$ cat src/lts_pkg.sv
package lts_pkg;

   // field widths
   localparam int MODE_W   = 2;
   localparam int SPEED_W  = 14;
   localparam int FLAP_W   = 10;
   localparam int RATIO_W  = 9;
   localparam int HEIGHT_W = 16;
   localparam int PHASE_W  = 3;
   localparam int CSR_IDX_W  = 3;
   localparam int CSR_DATA_W = 16;

   typedef enum logic [MODE_W-1:0] {
      MODE_TICK = 2'd0,
      MODE_ARM  = 2'd1,
      MODE_STOP = 2'd2
   } mode_type;

   typedef enum logic [CSR_IDX_W-1:0] {
      CSR_REVERSE_MIN_SPEED = 3'd0,
      CSR_ARM_MAX_AIRSPEED  = 3'd1,
      CSR_ARM_MIN_FLAP      = 3'd2,
      CSR_ARM_MAX_HEIGHT    = 3'd3,
      CSR_GEAR_DOWN_VALUE   = 3'd4
   } csr_index_type;

   // register reset values
   localparam logic [SPEED_W-1:0]         RST_REVERSE_MIN_SPEED = 14'd960;
   localparam logic [SPEED_W-1:0]         RST_ARM_MAX_AIRSPEED  = 14'd2560;
   localparam logic [FLAP_W-1:0]          RST_ARM_MIN_FLAP      = 10'd288;
   localparam logic signed [HEIGHT_W-1:0] RST_ARM_MAX_HEIGHT    = 16'sd2438;
   localparam logic [RATIO_W-1:0]         RST_GEAR_DOWN_VALUE   = 9'd256;

   typedef struct packed {
      logic [SPEED_W-1:0]         reverse_min_speed;
      logic [SPEED_W-1:0]         arm_max_airspeed;
      logic [FLAP_W-1:0]          arm_min_flap;
      logic signed [HEIGHT_W-1:0] arm_max_height;
      logic [RATIO_W-1:0]         gear_down_value;
   } cfg_type;

   typedef struct packed {
      logic [MODE_W-1:0]          mode;
      logic [SPEED_W-1:0]         airspeed;
      logic [FLAP_W-1:0]          flap_angle;
      logic [RATIO_W-1:0]         gear_ratio;
      logic signed [HEIGHT_W-1:0] height_above_ground;
      logic [RATIO_W-1:0]         throttle_level;
      logic                       wheels_on_ground;
   } req_item_type;

   typedef struct packed {
      logic [PHASE_W-1:0] phase;
      logic               throttle_down_hold;
      logic               reverse_hold;
      logic               arm_accepted;
      logic               already_armed;
      logic               speed_too_high;
      logic               flaps_too_low;
      logic               gear_not_down;
      logic               height_too_high;
   } rsp_item_type;

endpackage

$ cat src/lts_req_if.sv
interface lts_req_if;
   import lts_pkg::*;

   logic                       valid;
   logic                       ready;
   logic [MODE_W-1:0]          mode;
   logic [SPEED_W-1:0]         airspeed;
   logic [FLAP_W-1:0]          flap_angle;
   logic [RATIO_W-1:0]         gear_ratio;
   logic signed [HEIGHT_W-1:0] height_above_ground;
   logic [RATIO_W-1:0]         throttle_level;
   logic                       wheels_on_ground;

   modport source (
      output valid, mode, airspeed, flap_angle, gear_ratio, height_above_ground,
             throttle_level, wheels_on_ground,
      input  ready
   );
   modport sink (
      input  valid, mode, airspeed, flap_angle, gear_ratio, height_above_ground,
             throttle_level, wheels_on_ground,
      output ready
   );
endinterface

$ cat src/lts_rsp_if.sv
interface lts_rsp_if;
   import lts_pkg::*;

   logic               valid;
   logic               ready;
   logic [PHASE_W-1:0] phase;
   logic               throttle_down_hold;
   logic               reverse_hold;
   logic               arm_accepted;
   logic               already_armed;
   logic               speed_too_high;
   logic               flaps_too_low;
   logic               gear_not_down;
   logic               height_too_high;

   modport source (
      output valid, phase, throttle_down_hold, reverse_hold, arm_accepted,
             already_armed, speed_too_high, flaps_too_low, gear_not_down,
             height_too_high,
      input  ready
   );
   modport sink (
      input  valid, phase, throttle_down_hold, reverse_hold, arm_accepted,
             already_armed, speed_too_high, flaps_too_low, gear_not_down,
             height_too_high,
      output ready
   );
endinterface

$ cat src/lts_csr_if.sv
interface lts_csr_if;
   import lts_pkg::*;

   logic                  valid;
   logic                  ready;
   logic [CSR_IDX_W-1:0]  index;
   logic [CSR_DATA_W-1:0] data;

   modport source (output valid, index, data, input ready);
   modport sink   (input valid, index, data, output ready);
endinterface

$ cat src/lts_csr_regs.sv
module lts_csr_regs (
   input  logic             clock,
   input  logic             reset,
   lts_csr_if.sink          csr_chan,
   output lts_pkg::cfg_type cfg
);
   import lts_pkg::*;

   cfg_type cfg_ff;
   cfg_type cfg_in;

   assign csr_chan.ready = 1'b1;
   assign cfg = cfg_ff;

   always_comb begin
      cfg_in = cfg_ff;
      if (csr_chan.valid) begin
         unique case (csr_index_type'(csr_chan.index))
            CSR_REVERSE_MIN_SPEED: cfg_in.reverse_min_speed = csr_chan.data[SPEED_W-1:0];
            CSR_ARM_MAX_AIRSPEED:  cfg_in.arm_max_airspeed  = csr_chan.data[SPEED_W-1:0];
            CSR_ARM_MIN_FLAP:      cfg_in.arm_min_flap      = csr_chan.data[FLAP_W-1:0];
            CSR_ARM_MAX_HEIGHT:    cfg_in.arm_max_height    = csr_chan.data[HEIGHT_W-1:0];
            CSR_GEAR_DOWN_VALUE:   cfg_in.gear_down_value   = csr_chan.data[RATIO_W-1:0];
            default: ;  // unmapped index, write dropped
         endcase
      end
   end

   always_ff @(posedge clock) begin
      if (reset) begin
         cfg_ff.reverse_min_speed <= RST_REVERSE_MIN_SPEED;
         cfg_ff.arm_max_airspeed  <= RST_ARM_MAX_AIRSPEED;
         cfg_ff.arm_min_flap      <= RST_ARM_MIN_FLAP;
         cfg_ff.arm_max_height    <= RST_ARM_MAX_HEIGHT;
         cfg_ff.gear_down_value   <= RST_GEAR_DOWN_VALUE;
      end else begin
         cfg_ff <= cfg_in;
      end
   end

endmodule

$ cat src/lts_seq_fsm.sv
module lts_seq_fsm (
   input  logic                  clock,
   input  logic                  reset,
   input  logic                  step,
   input  lts_pkg::req_item_type item,
   input  lts_pkg::cfg_type      cfg,
   output lts_pkg::rsp_item_type result
);
   import lts_pkg::*;

   typedef enum logic [PHASE_W-1:0] {
      PH_IDLE         = 3'd0,
      PH_START        = 3'd1,
      PH_THR_DOWN     = 3'd2,
      PH_WAIT_IDLE    = 3'd3,
      PH_WAIT_TOUCH   = 3'd4,
      PH_REVERSE      = 3'd5,
      PH_WAIT_REV_END = 3'd6
   } phase_type;

   phase_type phase_ff, phase_in;
   logic      stop_ff, stop_in;
   logic      thr_hold_ff, thr_hold_in;
   logic      rev_hold_ff, rev_hold_in;

   logic spd_fail, flap_fail, gear_fail, hgt_fail;
   logic above_rev_min;

   assign spd_fail      = item.airspeed > cfg.arm_max_airspeed;
   assign flap_fail     = item.flap_angle < cfg.arm_min_flap;
   assign gear_fail     = item.gear_ratio != cfg.gear_down_value;
   assign hgt_fail      = item.height_above_ground > cfg.arm_max_height;
   assign above_rev_min = item.airspeed > cfg.reverse_min_speed;

   always_comb begin
      phase_in    = phase_ff;
      stop_in     = stop_ff;
      thr_hold_in = thr_hold_ff;
      rev_hold_in = rev_hold_ff;
      result      = '0;

      case (item.mode)
         MODE_TICK: begin
            unique case (phase_ff)
               PH_IDLE: ;
               PH_START:
                  phase_in = (item.throttle_level != '0) ? PH_THR_DOWN : PH_WAIT_TOUCH;
               PH_THR_DOWN: begin
                  thr_hold_in = 1'b1;
                  phase_in    = PH_WAIT_IDLE;
               end
               PH_WAIT_IDLE: begin
                  if (stop_ff) begin
                     thr_hold_in = 1'b0;
                     rev_hold_in = 1'b0;
                     stop_in     = 1'b0;
                     phase_in    = PH_IDLE;
                  end else if (item.throttle_level == '0) begin
                     thr_hold_in = 1'b0;
                     phase_in    = PH_WAIT_TOUCH;
                  end
               end
               PH_WAIT_TOUCH: begin
                  if (stop_ff) begin
                     thr_hold_in = 1'b0;
                     rev_hold_in = 1'b0;
                     stop_in     = 1'b0;
                     phase_in    = PH_IDLE;
                  end else if (item.wheels_on_ground) begin
                     phase_in = PH_REVERSE;
                  end
               end
               PH_REVERSE: begin
                  if (above_rev_min) begin
                     rev_hold_in = 1'b1;
                     phase_in    = PH_WAIT_REV_END;
                  end else begin
                     phase_in = PH_IDLE;  // stop stays pending here
                  end
               end
               PH_WAIT_REV_END: begin
                  if (stop_ff) begin
                     thr_hold_in = 1'b0;
                     rev_hold_in = 1'b0;
                     stop_in     = 1'b0;
                     phase_in    = PH_IDLE;
                  end else if (!above_rev_min) begin
                     rev_hold_in = 1'b0;
                     phase_in    = PH_IDLE;
                  end
               end
               default: begin  // unused code: recover to idle
                  thr_hold_in = 1'b0;
                  rev_hold_in = 1'b0;
                  stop_in     = 1'b0;
                  phase_in    = PH_IDLE;
               end
            endcase
         end
         MODE_ARM: begin
            if (phase_ff == PH_IDLE) begin
               result.speed_too_high  = spd_fail;
               result.flaps_too_low   = flap_fail;
               result.gear_not_down   = gear_fail;
               result.height_too_high = hgt_fail;
               if (!(spd_fail || flap_fail || gear_fail || hgt_fail)) begin
                  stop_in             = 1'b0;
                  phase_in            = PH_START;
                  result.arm_accepted = 1'b1;
               end
            end else begin
               result.already_armed = 1'b1;
            end
         end
         MODE_STOP: begin
            if (phase_ff != PH_IDLE) stop_in = 1'b1;
         end
         default: ;  // unused mode: report state only
      endcase

      result.phase              = phase_in;
      result.throttle_down_hold = thr_hold_in;
      result.reverse_hold       = rev_hold_in;
   end

   always_ff @(posedge clock) begin
      if (reset) begin
         phase_ff    <= PH_IDLE;
         stop_ff     <= 1'b0;
         thr_hold_ff <= 1'b0;
         rev_hold_ff <= 1'b0;
      end else if (step) begin
         phase_ff    <= phase_in;
         stop_ff     <= stop_in;
         thr_hold_ff <= thr_hold_in;
         rev_hold_ff <= rev_hold_in;
      end
   end

   // throttle hold lives exactly in the wait-idle phase
   a_thr_hold_phase: assert property (@(posedge clock) disable iff (reset)
      thr_hold_ff == (phase_ff == PH_WAIT_IDLE))
      else $error("throttle hold out of step with phase");

   // reverse hold lives exactly in the wait-reverse-end phase
   a_rev_hold_phase: assert property (@(posedge clock) disable iff (reset)
      rev_hold_ff == (phase_ff == PH_WAIT_REV_END))
      else $error("reverse hold out of step with phase");

   // an accepted arm always lands in the start phase
   a_arm_start: assert property (@(posedge clock) disable iff (reset)
      step && result.arm_accepted |=> phase_ff == PH_START)
      else $error("accepted arm did not start sequence");

endmodule

$ cat src/landing_thrust_sequencer.sv
// Landing thrust sequencer. One result word for every request word, in order.
// A request word passes through an input register, the sequencer logic works
// out the new phase, holds and arm flags combinationally, and the result lands
// in an output register: one word per cycle sustained while results are taken,
// with the input register and then the result register between request and
// result. The request side keeps taking words while a result waits, stalling
// only when both registers are full and the result is not taken. Configuration
// writes are taken every cycle (csr ready is tied high) and should be made
// while no request is in flight; unmapped indexes are dropped.
module landing_thrust_sequencer (
   input  logic       clock,
   input  logic       reset,
   lts_req_if.sink    req_chan,
   lts_rsp_if.source  rsp_chan,
   lts_csr_if.sink    csr_chan
);
   import lts_pkg::*;

   cfg_type      cfg;
   req_item_type req_word;
   rsp_item_type step_result;

   // input register
   logic         in_valid_ff, in_valid_in;
   req_item_type in_word_ff;

   // result register
   logic         out_valid_ff, out_valid_in;
   rsp_item_type out_word_ff;

   logic advance;
   logic req_take;

   // move the held request into the result register when there is room
   assign advance  = in_valid_ff && (!out_valid_ff || rsp_chan.ready);
   assign req_take = req_chan.valid && req_chan.ready;

   assign req_chan.ready = !in_valid_ff || advance;

   assign req_word.mode                = req_chan.mode;
   assign req_word.airspeed            = req_chan.airspeed;
   assign req_word.flap_angle          = req_chan.flap_angle;
   assign req_word.gear_ratio          = req_chan.gear_ratio;
   assign req_word.height_above_ground = req_chan.height_above_ground;
   assign req_word.throttle_level      = req_chan.throttle_level;
   assign req_word.wheels_on_ground    = req_chan.wheels_on_ground;

   lts_csr_regs u_csr (
      .clock    (clock),
      .reset    (reset),
      .csr_chan (csr_chan),
      .cfg      (cfg)
   );

   lts_seq_fsm u_fsm (
      .clock  (clock),
      .reset  (reset),
      .step   (advance),
      .item   (in_word_ff),
      .cfg    (cfg),
      .result (step_result)
   );

   always_comb begin
      in_valid_in = in_valid_ff;
      if (req_take)     in_valid_in = 1'b1;
      else if (advance) in_valid_in = 1'b0;

      out_valid_in = out_valid_ff;
      if (advance)             out_valid_in = 1'b1;
      else if (rsp_chan.ready) out_valid_in = 1'b0;
   end

   always_ff @(posedge clock) begin
      if (reset) begin
         in_valid_ff  <= 1'b0;
         out_valid_ff <= 1'b0;
      end else begin
         in_valid_ff  <= in_valid_in;
         out_valid_ff <= out_valid_in;
      end
      if (req_take) in_word_ff  <= req_word;
      if (advance)  out_word_ff <= step_result;
   end

   assign rsp_chan.valid              = out_valid_ff;
   assign rsp_chan.phase              = out_word_ff.phase;
   assign rsp_chan.throttle_down_hold = out_word_ff.throttle_down_hold;
   assign rsp_chan.reverse_hold       = out_word_ff.reverse_hold;
   assign rsp_chan.arm_accepted       = out_word_ff.arm_accepted;
   assign rsp_chan.already_armed      = out_word_ff.already_armed;
   assign rsp_chan.speed_too_high     = out_word_ff.speed_too_high;
   assign rsp_chan.flaps_too_low      = out_word_ff.flaps_too_low;
   assign rsp_chan.gear_not_down      = out_word_ff.gear_not_down;
   assign rsp_chan.height_too_high    = out_word_ff.height_too_high;

   // request side only stalls with both registers full
   a_stall_full: assert property (@(posedge clock) disable iff (reset)
      !req_chan.ready |-> in_valid_ff && out_valid_ff)
      else $error("request stalled with a free register");

   // a word moved on is offered on the result side next cycle
   a_advance_out: assert property (@(posedge clock) disable iff (reset)
      advance |=> out_valid_ff)
      else $error("advanced word missing from result register");

   // arm flags are mutually exclusive in any result word
   a_arm_flags: assert property (@(posedge clock) disable iff (reset)
      out_valid_ff |-> !(out_word_ff.arm_accepted && out_word_ff.already_armed))
      else $error("arm accepted and already armed together");

endmodule

$ cat src/flat_wrapper.sv
// flat-port wrapper written by rule: the top's interface ports become plain ports
module landing_thrust_sequencer_flat import lts_pkg::*;
  (clock, reset, req_chan_valid, req_chan_mode, req_chan_airspeed, req_chan_flap_angle, req_chan_gear_ratio, req_chan_height_above_ground, req_chan_throttle_level, req_chan_wheels_on_ground, req_chan_ready, rsp_chan_valid, rsp_chan_phase, rsp_chan_throttle_down_hold, rsp_chan_reverse_hold, rsp_chan_arm_accepted, rsp_chan_already_armed, rsp_chan_speed_too_high, rsp_chan_flaps_too_low, rsp_chan_gear_not_down, rsp_chan_height_too_high, rsp_chan_ready, csr_chan_valid, csr_chan_index, csr_chan_data, csr_chan_ready);
  lts_req_if req_chan_i ();
  lts_rsp_if rsp_chan_i ();
  lts_csr_if csr_chan_i ();
  input  logic clock;
  input  logic reset;
  input wire logic [$bits(req_chan_i.valid)-1:0] req_chan_valid;
  input wire logic [$bits(req_chan_i.mode)-1:0] req_chan_mode;
  input wire logic [$bits(req_chan_i.airspeed)-1:0] req_chan_airspeed;
  input wire logic [$bits(req_chan_i.flap_angle)-1:0] req_chan_flap_angle;
  input wire logic [$bits(req_chan_i.gear_ratio)-1:0] req_chan_gear_ratio;
  input wire logic [$bits(req_chan_i.height_above_ground)-1:0] req_chan_height_above_ground;
  input wire logic [$bits(req_chan_i.throttle_level)-1:0] req_chan_throttle_level;
  input wire logic [$bits(req_chan_i.wheels_on_ground)-1:0] req_chan_wheels_on_ground;
  output wire logic [$bits(req_chan_i.ready)-1:0] req_chan_ready;
  output wire logic [$bits(rsp_chan_i.valid)-1:0] rsp_chan_valid;
  output wire logic [$bits(rsp_chan_i.phase)-1:0] rsp_chan_phase;
  output wire logic [$bits(rsp_chan_i.throttle_down_hold)-1:0] rsp_chan_throttle_down_hold;
  output wire logic [$bits(rsp_chan_i.reverse_hold)-1:0] rsp_chan_reverse_hold;
  output wire logic [$bits(rsp_chan_i.arm_accepted)-1:0] rsp_chan_arm_accepted;
  output wire logic [$bits(rsp_chan_i.already_armed)-1:0] rsp_chan_already_armed;
  output wire logic [$bits(rsp_chan_i.speed_too_high)-1:0] rsp_chan_speed_too_high;
  output wire logic [$bits(rsp_chan_i.flaps_too_low)-1:0] rsp_chan_flaps_too_low;
  output wire logic [$bits(rsp_chan_i.gear_not_down)-1:0] rsp_chan_gear_not_down;
  output wire logic [$bits(rsp_chan_i.height_too_high)-1:0] rsp_chan_height_too_high;
  input wire logic [$bits(rsp_chan_i.ready)-1:0] rsp_chan_ready;
  input wire logic [$bits(csr_chan_i.valid)-1:0] csr_chan_valid;
  input wire logic [$bits(csr_chan_i.index)-1:0] csr_chan_index;
  input wire logic [$bits(csr_chan_i.data)-1:0] csr_chan_data;
  output wire logic [$bits(csr_chan_i.ready)-1:0] csr_chan_ready;
  assign req_chan_i.valid = req_chan_valid;
  assign req_chan_i.mode = req_chan_mode;
  assign req_chan_i.airspeed = req_chan_airspeed;
  assign req_chan_i.flap_angle = req_chan_flap_angle;
  assign req_chan_i.gear_ratio = req_chan_gear_ratio;
  assign req_chan_i.height_above_ground = req_chan_height_above_ground;
  assign req_chan_i.throttle_level = req_chan_throttle_level;
  assign req_chan_i.wheels_on_ground = req_chan_wheels_on_ground;
  assign req_chan_ready = req_chan_i.ready;
  assign rsp_chan_valid = rsp_chan_i.valid;
  assign rsp_chan_phase = rsp_chan_i.phase;
  assign rsp_chan_throttle_down_hold = rsp_chan_i.throttle_down_hold;
  assign rsp_chan_reverse_hold = rsp_chan_i.reverse_hold;
  assign rsp_chan_arm_accepted = rsp_chan_i.arm_accepted;
  assign rsp_chan_already_armed = rsp_chan_i.already_armed;
  assign rsp_chan_speed_too_high = rsp_chan_i.speed_too_high;
  assign rsp_chan_flaps_too_low = rsp_chan_i.flaps_too_low;
  assign rsp_chan_gear_not_down = rsp_chan_i.gear_not_down;
  assign rsp_chan_height_too_high = rsp_chan_i.height_too_high;
  assign rsp_chan_i.ready = rsp_chan_ready;
  assign csr_chan_i.valid = csr_chan_valid;
  assign csr_chan_i.index = csr_chan_index;
  assign csr_chan_i.data = csr_chan_data;
  assign csr_chan_ready = csr_chan_i.ready;
  landing_thrust_sequencer u_core (.clock(clock), .reset(reset), .req_chan(req_chan_i), .rsp_chan(rsp_chan_i), .csr_chan(csr_chan_i));
endmodule
$ cat config.mk
export PLATFORM = sky130hd
export DESIGN_NAME = landing_thrust_sequencer_flat
export DESIGN_NICKNAME = d
export VERILOG_FILES = /design/src/lts_pkg.sv /design/src/lts_req_if.sv /design/src/lts_rsp_if.sv /design/src/lts_csr_if.sv /design/src/lts_csr_regs.sv /design/src/lts_seq_fsm.sv /design/src/landing_thrust_sequencer.sv /design/src/flat_wrapper.sv
export SDC_FILE = /design/constraint.sdc
export NUM_CORES = 1
export LEC_CHECK = 0
export BUFFER_PORTS_ARGS = -buffer_cell sky130_fd_sc_hd__buf_2
export CAP_MARGIN = 20
export CORE_MARGIN = 3
export CORE_UTILIZATION = 50
export DETAILED_ROUTE_END_ITERATION = 16
export GPL_ROUTABILITY_DRIVEN = 0
export GPL_TIMING_DRIVEN = 0
export HOLD_SLACK_MARGIN = 0.15
export PLACE_DENSITY = 0.74
export SLEW_MARGIN = 0
export SYNTH_ARGS = -nofsm -noshare
export SYNTH_HDL_FRONTEND = slang
export SYNTH_SLANG_ARGS = --single-unit
$ cat constraint.sdc
create_clock -name clock -period 2.2 [get_ports clock]
set_input_delay 0.22 -clock clock [delete_from_list [all_inputs] [get_ports clock]]
set_output_delay 0.22 -clock clock [all_outputs]
set_load 0.05 [all_outputs]
==> metrics.txt <==
status=finished, violations left; violations in the final reports=setup timing; Syn Nets=796; multi-input logic area=2820 µm²; worst vdd ir=0.751 mV; ANT nets after route=0; Nets=996; Post-DP Area=7260 µm²; WHS Endpoint=u_core.u_csr.cfg[48]; Worst-path clk slew=0.06 ns; Power Density=729 nW/µm²; initial antenna violation count=0; Async SR Flop Fraction=0%; total track usage=22.7%; CTS tree=done; Min Hold Slack=0.274 ns; dpl hpwl=10.9 mm; startpoint class of the critical path=flip-flop; max_cap viols=0; post-DR vias/cell=5.25; DRC Markers=0; Die Wd=120 µm; RR Startpoint=u_core.in_word_ff[23]; # setup viols final=5; io pins=99; total power=6440 µW; relative slew slack=38.7%; Initial Util=51.5%; Seq/Total Area, Yosys=54.7%; Clock Tree Buf Depth=2; Worst EP required=2.53 ns; static leakage=0.00354 µW; fill count=967; H-tree depth=4; min Tclk post-route=2.31 ns; Via Count=5476; DRT Pass-1 Iters=5; fin crit share=105%; Max FO, Critical Path=3; Post-Synthesis Cells=658; min-delay worst type=input port to flip-flop; RSZ-0062 raised after global routing=true; worst slack, placed=-0.205 ns; reg2reg path depth=8; critical path's largest stage delay=0.53 ns; fraction of layout cells with a size suffix above 1=19.3%; Yosys cell types=55; clock sink count=143; Reg2Reg Setup Slack=-0.11 ns; site row count=41; buffers and inverters on the worst path=0; R2R Path End=u_core.u_fsm.phase_ff[0]; Skew-Pair Late Insertion Delay=0.43 ns; number of synthesized flops with an enable pin=72; core area=12700 µm²; global-route wire length before repair=25.6 mm; n_diodes=0; Routed WL=16.2 mm; hold path depth=4; Setup Crit Path Kind=flip-flop to flip-flop; Critical Path End Type=flip-flop; PnR worst setup slack=-0.105 ns; number of global-route vias before repair=5456; setup TNS=-0.296 ns; clock skew=0.00817 ns; Yosys warning total=0; pin count of the biggest net entering global routing=62; Register Area=3590 µm²; Final Hold Fails=0; crit-path cells=ha_4 -> nand3_2 -> or4_1 -> a21oi_2 -> nor3_1 -> a211oi_2 -> nand2_1 -> a311oi_1; hold_sp=csr_chan_index[1]; Routed WL per cell=15.5 µm; fmax=0.434 GHz; Die ar.=14500 µm²; synthesized area=6550 µm²; Area growth syn-to-layout=34.8%; top_reg_cell synth=edfxtp_1; average cell area after synthesis=9.96 µm²; 1st-iter DRT viols=452; crit path max-delay cell type=or4_1; Die Ht=120 µm; actual slew at the worst max-slew pin=0.911 ns; Synth Register Bits=143; Root Buffer=clkbuf_16; Final Cell Area=8830 µm²; Worst Path Arrival=2.63 ns; Slew Viols, Final=0; crit-path leading delay family=simple AND/OR/NAND/NOR gates; port bufs=96; Num CTS Buffers=17; total gr overflow=0
[layer usage]
layer	share of wire, %	vias to the layer above	track usage (%)
met2	50	173	38.9
met4	2.4	0	8.50
li1	-	2696	-
met5	0	-	0
met1	42	2574	27.3
met3	6.0	33	6.17
[stage by stage]
step / util (%) / cells
after global placement: 57.1 / 926
after floorplan: - / 658
after CTS: 68.5 / 1041
after detailed placement: 57.1 / 926
after global routing: 69.4 / 1043
final: 69.4 / 1043
[layout make-up]
type	count	area share [%]
flip-flops and latches	143	40.6
repair buffers	181	14.9
plain buffers	26	1.16
multi-input cells	431	31.9
well taps	172	2.44
clock inverters	12	1.08
inverters	58	2.47
clock buffers	20	5.43
[state kept, by name, indices dropped and copies added (netlist names), 3 cells and up]
name                   count
u_core.u_csr.cfg          63
u_core.rsp_chan.phase      3
u_core.u_fsm.phase_ff      3
u_core.in_word_ff         61
[cell families after synthesis]
| group | Yosys count | share of synthesized area (%) |
|---|---|---|
| AOI/OAI and AO/OA | 128 | 12.1 |
| adders and majority gates | 53 | 10.1 |
| DFF | 143 | 54.7 |
| xor gates and xnor gates | 9 | 1.20 |
| other | 1 | 0.0572 |
| buffers and inverters | 84 | 4.87 |
| and+or+nand+nor | 239 | 16.8 |
| muxes | 1 | 0.153 |
[report_power, final]
group	internal (µW)	leakage [µW]	switching (µW)
logic	327	0.00198	375
registers	2920	0.00128	55.1
clock network	1600	0.000281	1160
total	4850	0.00354	1590
[layout by cell type, fill, tap and decap left out, drive strengths merged, types with 3 or more instances in the layout]
| cell | Yosys | layout |
|---|---|---|
| nand3b | 10 | 10 |
| a211oi | 3 | 3 |
| and3 | 4 | 4 |
| ha | 53 | 53 |
| o21ai | 9 | 9 |
| nand3 | 11 | 11 |
| edfxtp | 72 | 72 |
| clkbuf | 25 | 45 |
| nor4 | 4 | 4 |
| inv | 58 | 66 |
| nand2 | 135 | 135 |
| dlygate4sd3 | 0 | 79 |
| or3 | 3 | 3 |
| xnor2 | 7 | 7 |
| a21o | 14 | 14 |
| nor3 | 5 | 5 |
| nand2b | 6 | 6 |
| o31ai | 3 | 3 |
| or2 | 3 | 3 |
| a21oi | 73 | 73 |
| a211o | 6 | 6 |
| nor2 | 28 | 28 |
| dfxtp | 71 | 71 |
| and2 | 4 | 4 |
| a221oi | 3 | 3 |
| buf | 1 | 103 |
| nand4 | 12 | 12 |
| nor2b | 8 | 8 |
[synthesized netlist by cell type, drive strengths merged (5+ instances only)]
master,number,area share (%)
nand2,135,7.7
nor2b,8,0.76
ha,53,10
nand3,11,0.92
a21oi,73,5.6
xnor2,7,0.94
nand3b,10,1.1
nor3,5,0.38
nand4,12,1.1
dfxtp,71,22
clkbuf,25,1.4
nand2b,6,0.57
edfxtp,72,33
inv,58,3.3
o21ai,9,0.69
a21o,14,1.6
a211o,6,0.80
nor2,28,1.6
[timing repair]
action,in CTS,in global routing
resized for setup,9,18
pin swaps,12,15
buffers inserted,4,2
endpoints found under the setup margin,11,12
hold buffers,79,0
endpoints found under the hold margin,126,0
[how the worst max path moves through the flow]
stage	startpoint	end	slack (ns)	depth (start not counted)
2_1_floorplan	u_core.in_word_ff[23]	u_core.u_fsm.phase_ff[0]	0.002	8
5_1_grt	u_core.u_csr.cfg[15]	u_core.u_fsm.phase_ff[0]	-0.21	9
3_3_place_gp	u_core.in_word_ff[23]	u_core.u_fsm.phase_ff[0]	-0.18	8
6_report	u_core.in_word_ff[23]	u_core.u_fsm.phase_ff[0]	-0.11	8
4_1_cts	u_core.in_word_ff[25]	u_core.u_fsm.phase_ff[0]	-0.15	8
3_5_place_dp	u_core.in_word_ff[25]	u_core.u_fsm.phase_ff[0]	-0.20	8
[worst register-to-register path, cell delays in order (launching register included)]
cell and delay, ns:
edfxtp_1 0.42, ha_4 0.30, nand3_2 0.08, or4_1 0.53
a21oi_2 0.15, nor3_1 0.10, a211oi_2 0.25, nand2_1 0.10
a311oi_1 0.27
(Power assumes the default switching activity.)
